### src/design/mbp_pkg.sv
// Shared types and constants for the MSB-first bit packer.
`timescale 1ns / 1ps
`default_nettype none

package mbp_pkg;

  localparam int unsigned CODE_W        = 16;
  localparam int unsigned LEN_W         = 5;
  localparam int unsigned MAX_CODE_BITS = 16;
  localparam int unsigned BYTE_W        = 8;
  localparam int unsigned PEND_W        = BYTE_W - 1;
  localparam int unsigned ACC_W         = PEND_W + MAX_CODE_BITS;
  localparam int unsigned CNT_W         = $clog2(ACC_W + 1);

  localparam logic CMD_APPEND = 1'b0;
  localparam logic CMD_FLUSH  = 1'b1;

  typedef struct packed {
    logic load;
    logic emit;
  } mbp_cmd_t;

  typedef struct packed {
    logic byte_ready;
    logic merge_byte;
    logic out_free;
    logic last_next;
  } mbp_status_t;

endpackage

`default_nettype wire

### src/design/mbp_datapath.sv
// Datapath of the bit packer: bit accumulator, merge logic and output register.
`timescale 1ns / 1ps
`default_nettype none

module mbp_datapath (
  input  wire logic                        clk_i,
  input  wire logic                        rst_ni,
  input  wire mbp_pkg::mbp_cmd_t           cmd_i,
  output mbp_pkg::mbp_status_t             sts_o,
  input  wire logic                        command_i,
  input  wire logic [mbp_pkg::CODE_W-1:0]  code_value_i,
  input  wire logic [mbp_pkg::LEN_W-1:0]   code_length_i,
  output logic                             out_valid_o,
  input  wire logic                        out_stall_i,
  output logic [mbp_pkg::BYTE_W-1:0]       out_byte_o,
  output logic                             last_byte_o
);
  import mbp_pkg::*;

  function automatic logic [ACC_W-1:0] low_mask(input logic [CNT_W-1:0] n);
    logic [ACC_W:0] one_sh;
    one_sh = (ACC_W + 1)'(1) << n;
    return one_sh[ACC_W-1:0] - ACC_W'(1);
  endfunction

  logic [ACC_W-1:0]  acc_q, acc_d;
  logic [CNT_W-1:0]  total_q, total_d;
  logic [ACC_W-1:0]  merge_acc;
  logic [CNT_W-1:0]  merge_total;
  logic [LEN_W-1:0]  len_sat;
  logic [ACC_W-1:0]  pend;
  logic [ACC_W-1:0]  code_bits;
  logic [ACC_W-1:0]  shifted;
  logic              out_valid_q, out_valid_d;
  logic [BYTE_W-1:0] out_byte_q, out_byte_d;
  logic              last_q, last_d;
  logic              out_free;

  always_comb begin
    len_sat = (code_length_i > LEN_W'(MAX_CODE_BITS)) ? LEN_W'(MAX_CODE_BITS)
                                                       : code_length_i;
    pend      = acc_q & low_mask(total_q);
    code_bits = ACC_W'(code_value_i) & low_mask(CNT_W'(len_sat));
    merge_acc   = acc_q;
    merge_total = total_q;
    if (command_i == CMD_FLUSH) begin
      if (total_q != '0) begin
        merge_acc   = pend << (CNT_W'(BYTE_W) - total_q);
        merge_total = CNT_W'(BYTE_W);
      end
    end else if (len_sat != '0) begin
      merge_acc   = (pend << len_sat) | code_bits;
      merge_total = total_q + CNT_W'(len_sat);
    end
  end

  always_comb begin
    shifted  = acc_q >> (total_q - CNT_W'(BYTE_W));
    out_free = !out_valid_q || !out_stall_i;

    acc_d   = acc_q;
    total_d = total_q;
    if (cmd_i.load) begin
      acc_d   = merge_acc;
      total_d = merge_total;
    end else if (cmd_i.emit) begin
      total_d = total_q - CNT_W'(BYTE_W);
    end

    out_valid_d = out_valid_q && out_stall_i;
    out_byte_d  = out_byte_q;
    last_d      = last_q;
    if (cmd_i.emit) begin
      out_valid_d = 1'b1;
      out_byte_d  = shifted[BYTE_W-1:0];
      last_d      = (total_q < CNT_W'(2 * BYTE_W));
    end
  end

  always_ff @(posedge clk_i or negedge rst_ni) begin
    if (!rst_ni) begin
      total_q     <= '0;
      out_valid_q <= 1'b0;
    end else begin
      total_q     <= total_d;
      out_valid_q <= out_valid_d;
    end
  end

  always_ff @(posedge clk_i) begin
    acc_q      <= acc_d;
    out_byte_q <= out_byte_d;
    last_q     <= last_d;
  end

  assign sts_o.byte_ready = (total_q >= CNT_W'(BYTE_W));
  assign sts_o.merge_byte = (merge_total >= CNT_W'(BYTE_W));
  assign sts_o.out_free   = out_free;
  assign sts_o.last_next  = (total_q < CNT_W'(2 * BYTE_W));

  assign out_valid_o = out_valid_q;
  assign out_byte_o  = out_byte_q;
  assign last_byte_o = last_q;

endmodule

`default_nettype wire

### src/design/mbp_ctrl.sv
// Controller state machine of the bit packer.
`timescale 1ns / 1ps
`default_nettype none

module mbp_ctrl (
  input  wire logic                 clk_i,
  input  wire logic                 rst_ni,
  input  wire logic                 in_valid_i,
  output logic                      in_stall_o,
  input  wire mbp_pkg::mbp_status_t sts_i,
  output mbp_pkg::mbp_cmd_t         cmd_o
);
  import mbp_pkg::*;

  typedef enum logic [1:0] {
    S_IDLE = 2'b01,
    S_EMIT = 2'b10
  } mbp_state_e;

  mbp_state_e state_q, state_d;

  always_comb begin
    cmd_o.load = (state_q == S_IDLE) && in_valid_i;
    cmd_o.emit = (state_q == S_EMIT) && sts_i.byte_ready && sts_i.out_free;
    state_d    = state_q;
    case (state_q)
      S_IDLE: begin
        if (in_valid_i && sts_i.merge_byte) begin
          state_d = S_EMIT;
        end
      end
      S_EMIT: begin
        if (!sts_i.byte_ready || (cmd_o.emit && sts_i.last_next)) begin
          state_d = S_IDLE;
        end
      end
      default: begin
        state_d = S_IDLE;
      end
    endcase
  end

  always_ff @(posedge clk_i or negedge rst_ni) begin
    if (!rst_ni) begin
      state_q <= S_IDLE;
    end else begin
      state_q <= state_d;
    end
  end

  assign in_stall_o = (state_q != S_IDLE);

endmodule

`default_nettype wire

### src/design/msb_first_bit_packer_top.sv
// Top level of the MSB-first variable-width bit packer.
// A request is merged into the bit accumulator while idle; its bytes then move in the emit state to the output.
// The input is stalled while the completed bytes of a request (0 to 2) pass one at a time through the
// single byte-wide output register; output stalls hold the input stalled for longer.
// Reset: asynchronous, active low; clears the pending bit count and the output valid, and idles the controller.
`timescale 1ns / 1ps
`default_nettype none

module msb_first_bit_packer_top (
  input  wire logic                        clk_i,
  input  wire logic                        rst_ni,
  input  wire logic                        in_valid_i,
  output logic                             in_stall_o,
  input  wire logic                        command_i,
  input  wire logic [mbp_pkg::CODE_W-1:0]  code_value_i,
  input  wire logic [mbp_pkg::LEN_W-1:0]   code_length_i,
  output logic                             out_valid_o,
  input  wire logic                        out_stall_i,
  output logic [mbp_pkg::BYTE_W-1:0]       out_byte_o,
  output logic                             last_byte_o
);
  import mbp_pkg::*;

  mbp_cmd_t    cmd;
  mbp_status_t sts;

  mbp_ctrl u_ctrl (
    .clk_i      (clk_i),
    .rst_ni     (rst_ni),
    .in_valid_i (in_valid_i),
    .in_stall_o (in_stall_o),
    .sts_i      (sts),
    .cmd_o      (cmd)
  );

  mbp_datapath u_datapath (
    .clk_i         (clk_i),
    .rst_ni        (rst_ni),
    .cmd_i         (cmd),
    .sts_o         (sts),
    .command_i     (command_i),
    .code_value_i  (code_value_i),
    .code_length_i (code_length_i),
    .out_valid_o   (out_valid_o),
    .out_stall_i   (out_stall_i),
    .out_byte_o    (out_byte_o),
    .last_byte_o   (last_byte_o)
  );

  a_emit_needs_byte: assert property (@(posedge clk_i) disable iff (!rst_ni)
    cmd.emit |-> sts.byte_ready)
    else $error("emit without a complete byte");

  a_idle_no_byte: assert property (@(posedge clk_i) disable iff (!rst_ni)
    !in_stall_o |-> !sts.byte_ready)
    else $error("complete byte left behind while idle");

  a_last_returns_idle: assert property (@(posedge clk_i) disable iff (!rst_ni)
    (cmd.emit && sts.last_next) |=> (!in_stall_o && out_valid_o && last_byte_o))
    else $error("last byte did not end the request");

  a_no_load_and_emit: assert property (@(posedge clk_i) disable iff (!rst_ni)
    !(cmd.load && cmd.emit))
    else $error("load and emit in the same cycle");

endmodule

`default_nettype wire
### config.mk
export PLATFORM = sky130hd
export DESIGN_NAME = msb_first_bit_packer_top
export DESIGN_NICKNAME = d
export VERILOG_FILES = /design/src/design/mbp_pkg.sv /design/src/design/mbp_datapath.sv /design/src/design/mbp_ctrl.sv /design/src/design/msb_first_bit_packer_top.sv
export SDC_FILE = /design/constraint.sdc
export NUM_CORES = 1
export LEC_CHECK = 0
export ABC_AREA = 1
export BUFFER_PORTS_ARGS = -buffer_cell sky130_fd_sc_hd__buf_2
export CAP_MARGIN = 25
export CORE_ASPECT_RATIO = 0.8
export CORE_MARGIN = 8
export CORE_UTILIZATION = 30
export CTS_BUF_LIST = sky130_fd_sc_hd__clkbuf_4 sky130_fd_sc_hd__clkbuf_8
export DETAILED_ROUTE_END_ITERATION = 6
export GPL_TIMING_DRIVEN = 0
export SLEW_MARGIN = 20
export SYNTH_ARGS = -nofsm -noshare
export SYNTH_HDL_FRONTEND = slang
export SYNTH_SLANG_ARGS = --single-unit
### constraint.sdc
create_clock -name clk_i -period 4.3 [get_ports clk_i]
set_clock_uncertainty 0.15 [all_clocks]
set_input_delay 0.43 -clock clk_i [delete_from_list [all_inputs] [get_ports clk_i]]
set_output_delay 0.43 -clock clk_i [all_outputs]
set_load 0.02 [all_outputs]
==> impl_metrics.py, run 1 <==
metrics = {
    "layout": {
        "final_cell_mix": "388 x nand2_1, 216 x nand3_1, 97 x nor2_1",
        "mostFrequentLayoutCell": "nand2_1",
        "drive_gt1_share_pct": 9.13,
        "syn2layout_area_growth_pct": 10.8,
        "antenna_cells": 0,
        "final_nets": 1201,
        "design_area_um2": 6880,
        "post-route-util_pct": 33.5,
    },
    "clock_tree": {
        "cts-root-buf": "clkbuf_8",
        "cts-htree-levels": 2,
        "numCtsBuffers": 5,
        "cts_setup_buffers": 0,
        "clkLatencyLatePin_ps": 330,
        "numClockSinks": 40,
        "clk_pin_slew_ps": 90,
        "cts_tree": "yes",
        "clock_path_buffers": 2,
    },
    "yosys": {
        "avgSynthCellArea_um2": 5.56,
        "post_synth_num_cell_types": 53,
        "yosys_warnings": 0,
        "syn_nets": 1158,
        "netlist_area_um2": 6210,
        "synth-edff-count": 32,
        "ys_seq_elements": 40,
        "ys.flop_type": "edfxtp_1",
        "yosysSeqAreaShare_pct": 18.7,
        "synth-async-reset-ratio_pct": 20.0,
        "syn_inst": 1117,
    },
    "setup_path": {
        "worstSetupEndpointType": "flip-flop",
        "cp-startpoint": "u_datapath.total_q[0]",
        "worstPathRequired_ps": 4230,
        "worstPathArrival_ps": 4050,
        "r2r_start": "u_datapath.total_q[0]",
        "path_class": "flip-flop to flip-flop",
        "crit_fanout": 11,
        "startpoint_type": "flip-flop",
    },
    "flow_run": {
        "drv_cap": 0,
    },
    "timing": {
        "worstMarginPinSlew_ps": 671,
        "relSlewSlack_pct": 55.1,
        "grt_setup_unrepaired": "false",
        "setup_viol": 0,
        "post-route-min-period_ps": 4120,
        "slew_violations": 0,
        "finalSetupTns_ps": 0,
        "worst_slack_ps": 185,
        "fmax_ghz": 0.243,
        "finalHoldViolations": 0,
        "min_period_over_period_pct": 95.7,
    },
    "placed_design": {
        "dpl-instance-area_um2": 6770,
        "gp_congestion": 1.03,
        "hpwlAfterDp_um": 21900,
        "place_ws_ps": -147,
        "port_buffers": 34,
    },
    "floorplan": {
        "die_height_um": 145,
        "initial_core_util_pct": 30.3,
        "die_x_um": 177,
        "ioPinCount": 37,
        "core_um2": 20500,
        "num_rows": 47,
        "dieArea_um2": 25600,
    },
    "grt": {
        "grt_usage_pct": 20.7,
        "first_global_vias": 7213,
        "antenna_found_initial": 0,
        "grt_remaining_overflow": 0,
        "grt_max_degree": 24,
        "grt_pass1_wl_um": 40700,
    },
    "route": {
        "ant_nets": 0,
        "viasPerCell": 5.64,
        "avgRoutedWirePerCell_um": 18.7,
        "drt_pass1_iterations": 6,
        "finalWirelength_um": 26800,
        "vias": 8070,
        "post-route-drc-count": 0,
        "first_iter_violations": 1395,
    },
    "min_path": {
        "min-delay-path-class": "primary input to flip-flop",
        "hold_start": "out_stall_i",
    },
    "outcome": {
        "status": "completed",
    },
}
-- sequential cells by signal, indices dropped and copies added, names as in the netlist --
| signal | flops |
|---|---|
| u_datapath.out_valid_o | 1 |
| u_datapath.out_byte_o | 8 |
| u_datapath.total_q | 5 |
| u_datapath.last_byte_o | 1 |
| u_datapath.acc_q | 23 |
| u_ctrl.state_q | 2 |
-- stage by stage --
step	cells	hold WS, ps
3_3_place_gp	1420	134
3_5_place_dp	1422	141
2_1_floorplan	1117	-15.6
6_report	1430	190
4_1_cts	1430	187
5_1_grt	1430	207
-- path summary, 6_finish.rpt --
check / end / slack [ps] / cells after the start
worst min-delay path: u_datapath.out_valid_o / 190 / 3
worst max register to register: u_datapath.acc_q[8] / 180 / 19
min in group asynchronous: u_datapath.out_valid_o / 310 / 2
worst min register to register: u_datapath.out_valid_o / 380 / 2
max in group asynchronous: u_ctrl.state_q[0] / 3450 / 2
worst max-delay path: u_datapath.acc_q[8] / 180 / 19
-- area by class of cell --
cell class,instances,area [um^2]
Inverter,98,377
Fill cell,2331,13600
Sequential cell,40,1160
Tap cell,269,337
Multi-Input combinational cell,931,4480
Clock inverter,3,20.0
Clock buffer,5,68.8
Buffer,47,218
Timing Repair Buffer,37,215
-- per-layer routing --
metal  GRT usage [%]  up-vias  share of wire (%)
li1                -     3828                  -
met1            29.3     3694                 44
met2            30.1      487                 41
met3            4.90       61                 12
met4            7.11        0                3.1
met5               0        -                  0
-- worst max-delay path, stage by stage (launching register included) --
cell and delay [ps]:
dfrtp_1 410, buf_2 220, clkinvlp_4 200, clkbuf_4 250, ha_1 280, ha_1 290
nand2_2 160, ha_1 220, nand2_2 110, nor2_4 180, nand2_1 90, nand2_1 70
nand3_1 310, nand2_1 200, nand3_1 110, nand3_1 140, nand3_1 120, nand2_1 110
nand2_1 60, o21ai_0 180
-- what timing repair did --
action	4_1_cts	5_1_grt
resized for setup	1	10
hold buffers	1	0
gates cloned	0	0
endpoints found under the hold margin	8	0
endpoints found under the setup margin	17	19
-- kinds of logic (layout without fill, tap and decap cells) --
logic type | count (synthesis) | count (layout) | share of synthesized area [%]
AO/OA/AOI/OAI | 152 | 152 | 14.2
XOR/XNOR | 6 | 6 | 0.967
adder cells (fa/ha/maj) | 15 | 15 | 3.14
buffers and inverters | 146 | 190 | 9.49
flip-flops | 40 | 40 | 18.7
multiplexers | 2 | 2 | 0.322
AND/OR/NAND/NOR | 756 | 756 | 53.2
-- cell usage after synthesis (3+ instances only) --
cell type / instances / area share [%]
o211ai_1: 7 / 0.85
nand3b_1: 3 / 0.36
nor2_4: 4 / 0.73
nand2_1: 389 / 24
nand4_1: 16 / 1.6
o21ai_1: 8 / 0.64
o22ai_1: 14 / 1.4
nand2_2: 4 / 0.40
xor2_1: 4 / 0.56
buf_6: 3 / 0.54
ha_1: 14 / 2.8
inv_1: 86 / 5.2
nand3_2: 6 / 0.97
o221ai_1: 6 / 0.85
a22oi_1: 3 / 0.36
clkbuf_1: 32 / 1.9
inv_2: 7 / 0.42
nand3_1: 218 / 18
edfxtp_1: 32 / 15
nor2_2: 7 / 0.70
nor2_1: 97 / 5.9
buf_2: 8 / 0.64
clkinv_1: 3 / 0.18
a21oi_1: 27 / 2.2
dfrtp_1: 7 / 2.8
nor3_1: 5 / 0.40
o21ai_0: 70 / 5.6
buf_1: 4 / 0.24
Power of run 1 is not shown: default switching activity piles up to over one toggle a cycle in this logic, so the estimate is an artifact.
==> run 2, diff against run 1 <==
--- a/config.mk
+++ b/config.mk
@@ -14,6 +14,8 @@
 export CTS_BUF_LIST = sky130_fd_sc_hd__clkbuf_4 sky130_fd_sc_hd__clkbuf_8
 export DETAILED_ROUTE_END_ITERATION = 6
 export GPL_TIMING_DRIVEN = 0
+export PLACE_DENSITY = 0.5
+export SETUP_SLACK_MARGIN = 0.1
 export SLEW_MARGIN = 20
 export SYNTH_ARGS = -nofsm -noshare
 export SYNTH_HDL_FRONTEND = slang
==> constraint.sdc (replaced) <==
create_clock -name clk_i -period 4.41 [get_ports clk_i]
set_clock_uncertainty 0.15 [all_clocks]
set_input_delay 0.441 -clock clk_i [delete_from_list [all_inputs] [get_ports clk_i]]
set_output_delay 0.441 -clock clk_i [all_outputs]
set_load 0.02 [all_outputs]
==> run 2 against run 1 <==
Final cell count about the same. Fmax grew 0.72%. Via count is 2.9% lower. Highest routed layer unchanged. Utilization rose by 0.10 points. Register-to-register slack better by 140 ps. Critical path depth down 1. Wire length grew 2.1%.
==> impl_metrics.py, run 2 (synthesized netlist as in run 1, its figures left out) <==
metrics = {
    "layout": {
        "drive_gt1_share_pct": 9.12,
        "mostFrequentLayoutCell": "nand2_1",
        "fillerInstances": 2341,
        "design_area_um2": 6900,
        "syn2layout_area_growth_pct": 11.1,
        "final_nets": 1202,
        "regArea_um2": 1160,
        "largest_register": "u_datapath.acc_q",
        "multi_input_area_um2": 4490,
        "final_cell_mix": "388 x nand2_1, 218 x nand3_1, 97 x nor2_1",
        "antenna_cells": 0,
        "largest_reg_flops": 23,
    },
    "clock_tree": {
        "numCtsBuffers": 5,
        "clock_path_buffers": 2,
        "clk_pin_slew_ps": 90,
        "cts-htree-levels": 2,
        "clkLatencyLatePin_ps": 320,
        "cts-root-buf": "clkbuf_8",
        "numClockSinks": 40,
        "cts_tree": "yes",
    },
    "timing": {
        "min_period_over_period_pct": 92.6,
        "relSlewSlack_pct": 50.8,
        "post-route-min-period_ps": 4090,
        "finalHoldViolations": 0,
        "grt_setup_unrepaired": "false",
        "worstMarginPinSlew_ps": 738,
        "slew_violations": 0,
        "setup_viol": 0,
        "finalSetupTns_ps": 0,
        "fmax_ghz": 0.245,
    },
    "placed_design": {
        "dpl-instance-area_um2": 6750,
        "gp_congestion": 0.984,
        "hpwlAfterDp_um": 22700,
        "port_buffers": 34,
    },
    "grt": {
        "grt_pass1_wl_um": 41200,
        "antenna_found_initial": 0,
        "grt_max_degree": 15,
        "grt_remaining_overflow": 0,
        "grt_usage_pct": 21.0,
        "first_global_vias": 7052,
    },
    "setup_path": {
        "crit_path_cell_trace": "inv_1 -> clkbuf_2 -> clkbuf_4 -> ha_2 -> ha_1 -> nand2_2 -> ha_1 -> nand3b_1 -> nand2_1 -> nand2_1 -> nand2_1 -> o21ai_1 -> or2_1 -> nand3_1 -> nand3_1 -> a21oi_1 -> nand2_1 -> nand2_1",
        "startpoint_type": "flip-flop",
        "worstPathRequired_ps": 4430,
        "crit_fanout": 11,
        "path_class": "flip-flop to flip-flop",
        "max_stage_delay_ps": 530,
        "crit_slowest_cell": "dfrtp_1",
        "worstPathArrival_ps": 4110,
        "worstSetupEndpointType": "flip-flop",
        "crit_top_cell": "nand2_1",
    },
    "floorplan": {
        "num_rows": 47,
        "core_um2": 20500,
        "ioPinCount": 37,
        "die_height_um": 145,
        "die_x_um": 177,
        "initial_core_util_pct": 30.3,
        "dieArea_um2": 25600,
    },
    "route": {
        "ant_nets": 0,
        "finalWirelength_um": 27400,
        "vias": 7836,
        "first_iter_violations": 1194,
        "viasPerCell": 5.48,
        "post-route-drc-count": 0,
        "drt_pass1_iterations": 6,
        "avgRoutedWirePerCell_um": 19.1,
    },
    "flow_run": {
        "drv_cap": 0,
    },
    "min_path": {
        "min-delay-path-class": "primary input to flip-flop",
    },
    "outcome": {
        "status": "completed",
    },
}
-- run 2: worst max-delay path, delay by kind of cell, from the launching register on --
family,cells,cell delay [ps]
AND/OR/NAND/NOR,10,1470
adder cells (fa/ha/maj),3,830
buffers and inverters,3,610
flip-flops,1,530
AO/OA/AOI/OAI,2,350
-- run 2: routing by layer --
metal	global-route usage [%]	vias to the layer above	share of wire, %
met5	0	-	0
met4	4.81	0	2.2
met3	3.53	52	10
met2	29.5	424	39
met1	32.2	3526	48
li1	-	3834	-
-- run 2: through the flow --
step	hold WS, ps	setup slack, ps	util (%)	std cells
floorplan	-4.59	1120	-	1117
global placement	142	-63.6	32.7	1420
detailed placement	145	-46.0	32.9	1421
CTS	219	138	33.5	1430
global route	245	163	33.6	1431
finish	224	324	33.6	1431
-- run 2: layout make-up --
| cell class | count | area share (%) |
|---|---|---|
| tap | 269 | 4.87 |
| timing repair buffer | 37 | 2.94 |
| clock inverter | 3 | 0.671 |
| sequential | 40 | 16.8 |
| multi-input combinational | 931 | 65.0 |
| buffer | 48 | 3.26 |
| clock buffer | 5 | 0.997 |
| inverter | 98 | 5.45 |
-- run 2: path summary, 6_finish.rpt --
| path | start | to | slack (ps) | depth (start not counted) |
|---|---|---|---|---|
| max | u_datapath.total_q[1] | u_datapath.acc_q[21] | 320 | 18 |
| min | out_stall_i | u_datapath.out_valid_o | 220 | 3 |
| max reg2reg | u_datapath.total_q[1] | u_datapath.acc_q[21] | 320 | 18 |
| min reg2reg | u_datapath.out_valid_o | u_datapath.out_valid_o | 400 | 2 |
| max in group asynchronous | rst_ni | u_ctrl.state_q[0] | 3530 | 2 |
| min in group asynchronous | rst_ni | u_ctrl.state_q[1] | 340 | 2 |
-- run 2: what timing repair did --
| item | 4_1_cts | 5_1_grt |
|---|---|---|
| resized for setup | 3 | 10 |
| hold endpoints to repair | 7 | 0 |
| setup endpoints to repair | 20 | 21 |
| pin swaps | 0 | 0 |
| buffers inserted | 0 | 0 |
| hold buffers | 1 | 0 |
Power of run 2 is left out for the same reason.
